**src/hw/rtl/lrc_pkg.sv**
```systemverilog
`timescale 1ns / 1ps
`default_nettype none
package lrc_pkg;

	localparam int OUT_W       = 48;
	localparam int QBITS       = OUT_W - 1;
	localparam int DEN_W       = 16;
	localparam int STEPS_PER_STAGE = 4;
	localparam int DIV_STAGES  = (QBITS + STEPS_PER_STAGE - 1) / STEPS_PER_STAGE;
	// entry register, step stages, sign/clamp register
	localparam int DIV_LAT     = DIV_STAGES + 2;

	localparam int DEF_COORD_BITS = 16;
	localparam int DEF_FRAC_BITS  = 16;

	localparam logic signed [OUT_W-1:0] OUT_MAX = {1'b0, {(OUT_W-1){1'b1}}};
	localparam logic signed [OUT_W-1:0] OUT_MIN = {1'b1, {(OUT_W-1){1'b0}}};

	typedef logic signed [OUT_W-1:0] fix_t;

	// control and corner data carried beside the dividers
	typedef struct packed {
		logic a_zero;
		logic b_zero;
		logic degen;
		fix_t fxl;
		fix_t fyl;
		fix_t fxh;
		fix_t fyh;
	} side_t;

endpackage
`default_nettype wire

```
**src/hw/rtl/lrc_div.sv**
```systemverilog
`timescale 1ns / 1ps
`default_nettype none
module lrc_div #(
	parameter int NW = 120
) (
	input  wire logic                       clk,
	input  wire logic [NW-1:0]              n_mag,
	input  wire logic [lrc_pkg::DEN_W-1:0]  d_mag,
	input  wire logic                       neg,
	output lrc_pkg::fix_t                   quot
);
	import lrc_pkg::*;

	logic [DEN_W-1:0] rem_s [0:DIV_STAGES];
	logic [QBITS-1:0] wrk_s [0:DIV_STAGES];
	logic [DEN_W-1:0] den_s [0:DIV_STAGES];
	logic             ovf_s [0:DIV_STAGES];
	logic             neg_s [0:DIV_STAGES];

	logic [NW-QBITS-1:0] top_n;
	assign top_n = n_mag[NW-1:QBITS];

	// quotient >= 2^47 iff the bits above the low 47 reach the divisor
	always_ff @(posedge clk) begin
		ovf_s[0] <= (top_n >= (NW-QBITS)'(d_mag));
		rem_s[0] <= top_n[DEN_W-1:0];
		wrk_s[0] <= n_mag[QBITS-1:0];
		den_s[0] <= d_mag;
		neg_s[0] <= neg;
	end

	genvar g;
	generate
		for (g = 0; g < DIV_STAGES; g++) begin : g_stage
			logic [DEN_W-1:0] r_nx;
			logic [QBITS-1:0] w_nx;
			always_comb begin
				logic [DEN_W:0] t;
				logic           qb;
				r_nx = rem_s[g];
				w_nx = wrk_s[g];
				for (int k = 0; k < STEPS_PER_STAGE; k++) begin
					if (g * STEPS_PER_STAGE + k < QBITS) begin
						t  = {r_nx, w_nx[QBITS-1]};
						qb = (t >= {1'b0, den_s[g]});
						if (qb) begin
							t = t - {1'b0, den_s[g]};
						end
						r_nx = t[DEN_W-1:0];
						w_nx = {w_nx[QBITS-2:0], qb};
					end
				end
			end
			always_ff @(posedge clk) begin
				rem_s[g+1] <= r_nx;
				wrk_s[g+1] <= w_nx;
				den_s[g+1] <= den_s[g];
				ovf_s[g+1] <= ovf_s[g];
				neg_s[g+1] <= neg_s[g];
			end
		end
	endgenerate

	// sign and saturate
	always_ff @(posedge clk) begin
		if (ovf_s[DIV_STAGES]) begin
			quot <= neg_s[DIV_STAGES] ? OUT_MIN : OUT_MAX;
		end else if (neg_s[DIV_STAGES]) begin
			quot <= -fix_t'({1'b0, wrk_s[DIV_STAGES]});
		end else begin
			quot <= fix_t'({1'b0, wrk_s[DIV_STAGES]});
		end
	end

endmodule
`default_nettype wire

```
**config.mk**
```make
export PLATFORM = sky130hd
export DESIGN_NAME = lrc_div
export DESIGN_NICKNAME = d
export VERILOG_FILES = /design/src/hw/rtl/lrc_pkg.sv /design/src/hw/rtl/lrc_div.sv
export SDC_FILE = /design/constraint.sdc
export NUM_CORES = 2
export LEC_CHECK = 0
export BUFFER_PORTS_ARGS = -buffer_cell sky130_fd_sc_hd__buf_4
export CAP_MARGIN = 20
export CORE_ASPECT_RATIO = 1.2
export CORE_MARGIN = 1.5
export CORE_UTILIZATION = 45
export DETAILED_ROUTE_END_ITERATION = 10
export GPL_TIMING_DRIVEN = 0
export PLACE_DENSITY = 0.61
export SETUP_SLACK_MARGIN = 0.5
export SKIP_CTS_REPAIR_TIMING = 1
export SYNTH_ARGS = -nofsm -noshare
export SYNTH_HDL_FRONTEND = slang
export SYNTH_SLANG_ARGS = --single-unit
```
**constraint.sdc**
```tcl
create_clock -name clk -period 14.54 [get_ports clk]
set_clock_uncertainty 0.1 [all_clocks]
set_input_delay 2.908 -clock clk [delete_from_list [all_inputs] [get_ports clk]]
set_output_delay 2.908 -clock clk [all_outputs]
set_load 0.005 [all_outputs]
```
==> results.toml <==
[global_routing]
grt_overflow = 0
grt_usage = 0.2414
antenna_found_initial = 2
grt_pass1_wl_mm = 287.0
grt_pass1_vias = 52660
grt_max_degree = 18

[timing]
worst_slew_pin_slew_ps = 987.8
setup_tns_ps = 0
fin_crit_sh = 0.9155
period_needed_ps = 13310
relSlewSlack = 0.3415
setup_violations = 0
rsz0062_at_grt = "no"
finalHoldViolations = 0
drv_slew = 0
fmax_mhz = 75.12

[layout]
area_growth_pct = 11.89
fill_cells = 13730
regArea_um2 = 21400
finish.net_count = 8567
multi_input_area_um2 = 41930
drive_gt1_frac = 0.1118

[setup_path]
path_class = "flip-flop to flip-flop"
r2r-start = "den_s[1][17]$_DFF_P_"
cp_num_buf_inv = 8
required_ps = 15010
setup.worst_path.start = "den_s[1][17]$_DFF_P_"
cpMaxStageDelayCell = "a2111oi_1"
cp_top_family = "compound AO/OA/AOI/OAI gates"
cp-start-kind = "flip-flop"
slowest_delay_ps = 530
arrival_ps = 13780
cp_max_fo = 10
critPathCaptureType = "flip-flop"
ff2ff_setup_slack_ps = 1230

[drt]
via_per_inst = 5.615
drtAntennaViolNets = 0
vias = 54160
routed_wl_mm = 185.5
first_iter_violations = 3283
wire_per_inst_um = 19.23
drc = 0
first_pass_iters = 6

[clocking]
cts-htree-levels = 3
ctsLongestPathBuffers = 3
cts_tree = "done"
cts_buffers = 107
cts.sinks = 1069
path_clk_slew_ps = 60
ctsRootBufferMaster = "clkbuf_16"
insertion_delay_ps = 750

[yosys]
avgSynthCellArea_um2 = 9.005
synth_warnings = 0
synthMuxAreaShare = 0.06782
synth-compound-area-share = 0.2006
synth_edf_count = 0
yosysUniqueCellTypes = 109
ys.flop_type = "dfxtp_1"
synth_top_family_by_area = "compound AO/OA/AOI/OAI gates"
synthXorXnorAreaFrac = 0.06849
ys_seq_elements = 1069
syn-num-nets = 8267
async_reset_ff_frac = 0
synthCells = 7314
synth-adder-area-share = 0.1601
ys_seq_area_frac = 0.3249
netlist_area_um2 = 65860
post_synth_and_or_nand_nor_area_fraction = 0.1383

[min_path]
hp-start = "wrk_s[5][77]$_DFF_P_"
hp-class = "flip-flop to flip-flop"

[flow_run]
max_cap_viol_count = 0

[place]
numPortBuffers = 185
place_hpwl_mm = 150.8
gp_congestion = 0.9574

[floorplanning]
coreArea_um2 = 145100
initial_core_util = 0.4539
rows = 153
die_area_um2 = 148700
pin_count = 186
chipWidth_um = 352.2
dieHeight_um = 422.1

[outcome]
status = "completed"
## Yosys cell counts, drive strengths merged (53+ instances only)
cell	count	area share
a211oi	66	0.0075
nor2	455	0.026
nor2b	104	0.0099
o21bai	56	0.0064
inv	529	0.030
a21oi	543	0.041
nand2b	96	0.0091
a31oi	53	0.0050
o21ai	429	0.033
dfxtp	1069	0.32
nand3	124	0.0095
nand4	121	0.012
xor2	191	0.025
nor3	149	0.011
nor4	63	0.0063
xnor2	324	0.043
o21a	126	0.014
nand2	464	0.027
mux2	316	0.056
ha	769	0.15
o31ai	62	0.0071
a21o	247	0.028
clkbuf	78	0.0044
buf	55	0.0050
mux2i	81	0.012
## per-stage QoR
| stage | cells | instance area, um2 | worst slack, ps | hold WS, ps | utilization |
|---|---|---|---|---|---|
| 2_1_floorplan | 7314 | 65860 | 3575 | 209.6 | - |
| 3_5_place_dp | 9437 | 69680 | 356.5 | 212.1 | 0.4802 |
| 5_1_grt | 9644 | 73690 | 474.4 | 189.3 | 0.5079 |
| 6_report | 9645 | 73700 | 1229 | 185.4 | 0.5079 |
| 4_1_cts | 9639 | 73550 | 261.2 | 166.1 | 0.5069 |
| 3_3_place_gp | 9436 | 69670 | 440.4 | 210.7 | 0.4802 |
## layout make-up
| cell class | instances | area share |
|---|---|---|
| Antenna cell | 1 | 0.00003396 |
| Buffer | 133 | 0.008659 |
| Clock buffer | 136 | 0.04027 |
| Clock inverter | 66 | 0.01224 |
| Inverter | 533 | 0.02722 |
| Multi-Input combinational cell | 5579 | 0.5689 |
| Sequential cell | 1069 | 0.2904 |
| Tap cell | 1937 | 0.03289 |
| Timing Repair Buffer | 191 | 0.01939 |
## flip-flops by register name (all words and copies together), names as in the netlist
signal  cells
den_s     192
neg_s      13
ovf_s      13
quot       48
rem_s     192
wrk_s     611
## cell families (layout without fill, tap and decap cells)
logic type / count (synthesis) / after routing
other: 0 / 1
adder cells (fa/ha/maj): 815 / 815
XOR/XNOR: 515 / 515
AO/OA/AOI/OAI: 2009 / 2009
buffers and inverters: 666 / 1059
multiplexers: 397 / 397
flip-flops: 1069 / 1069
AND/OR/NAND/NOR: 1843 / 1843
## cell usage in the layout, fill, tap and decap left out, types with 32 or more instances in the layout
master	Yosys	layout
a221o_1	32	32
nor3_1	148	148
nand2b_1	96	96
clkbuf_16	0	108
a31oi_1	53	53
o31a_1	44	44
o31ai_1	62	58
o21bai_1	56	56
nor2_1	455	455
xor2_1	191	191
inv_1	520	520
ha_1	769	769
nand4_1	120	120
or3_1	47	47
and3_1	48	48
fa_1	46	46
and2_1	39	39
nor2b_1	104	104
a211oi_1	66	64
dfxtp_1	1069	1068
o21a_1	126	126
nor4_1	61	61
xnor2_1	324	324
or2_2	44	44
o211ai_1	45	45
a21o_1	246	246
clkbuf_1	78	78
a21boi_0	44	44
a21oi_1	541	540
nand2_1	463	461
buf_4	7	196
o21ai_0	421	414
mux2_2	275	275
mux2i_1	81	81
nand3_1	123	123
## final timing paths
kind / cells after the start / endpoint
setup / recovery: 46 / rem_s[5][10]$_DFF_P_
hold / removal: 0 / wrk_s[6][33]$_DFF_P_
setup reg to reg: 46 / rem_s[5][10]$_DFF_P_
hold reg to reg: 0 / wrk_s[6][33]$_DFF_P_
## routing by layer
metal / share of wire / vias up / wire length, um / track usage
li1: - / 27100 / - / -
met1: 0.43 / 25530 / 79210 / 0.2891
met2: 0.49 / 1173 / 90350 / 0.4299
met3: 0.041 / 352 / 7521 / 0.02837
met4: 0.045 / 0 / 8411 / 0.1098
met5: 0 / - / 0 / 0
Power is left out: the tool's default activity adds up to more than one toggle a clock period on the data nets, which glitch-free logic cannot reach.
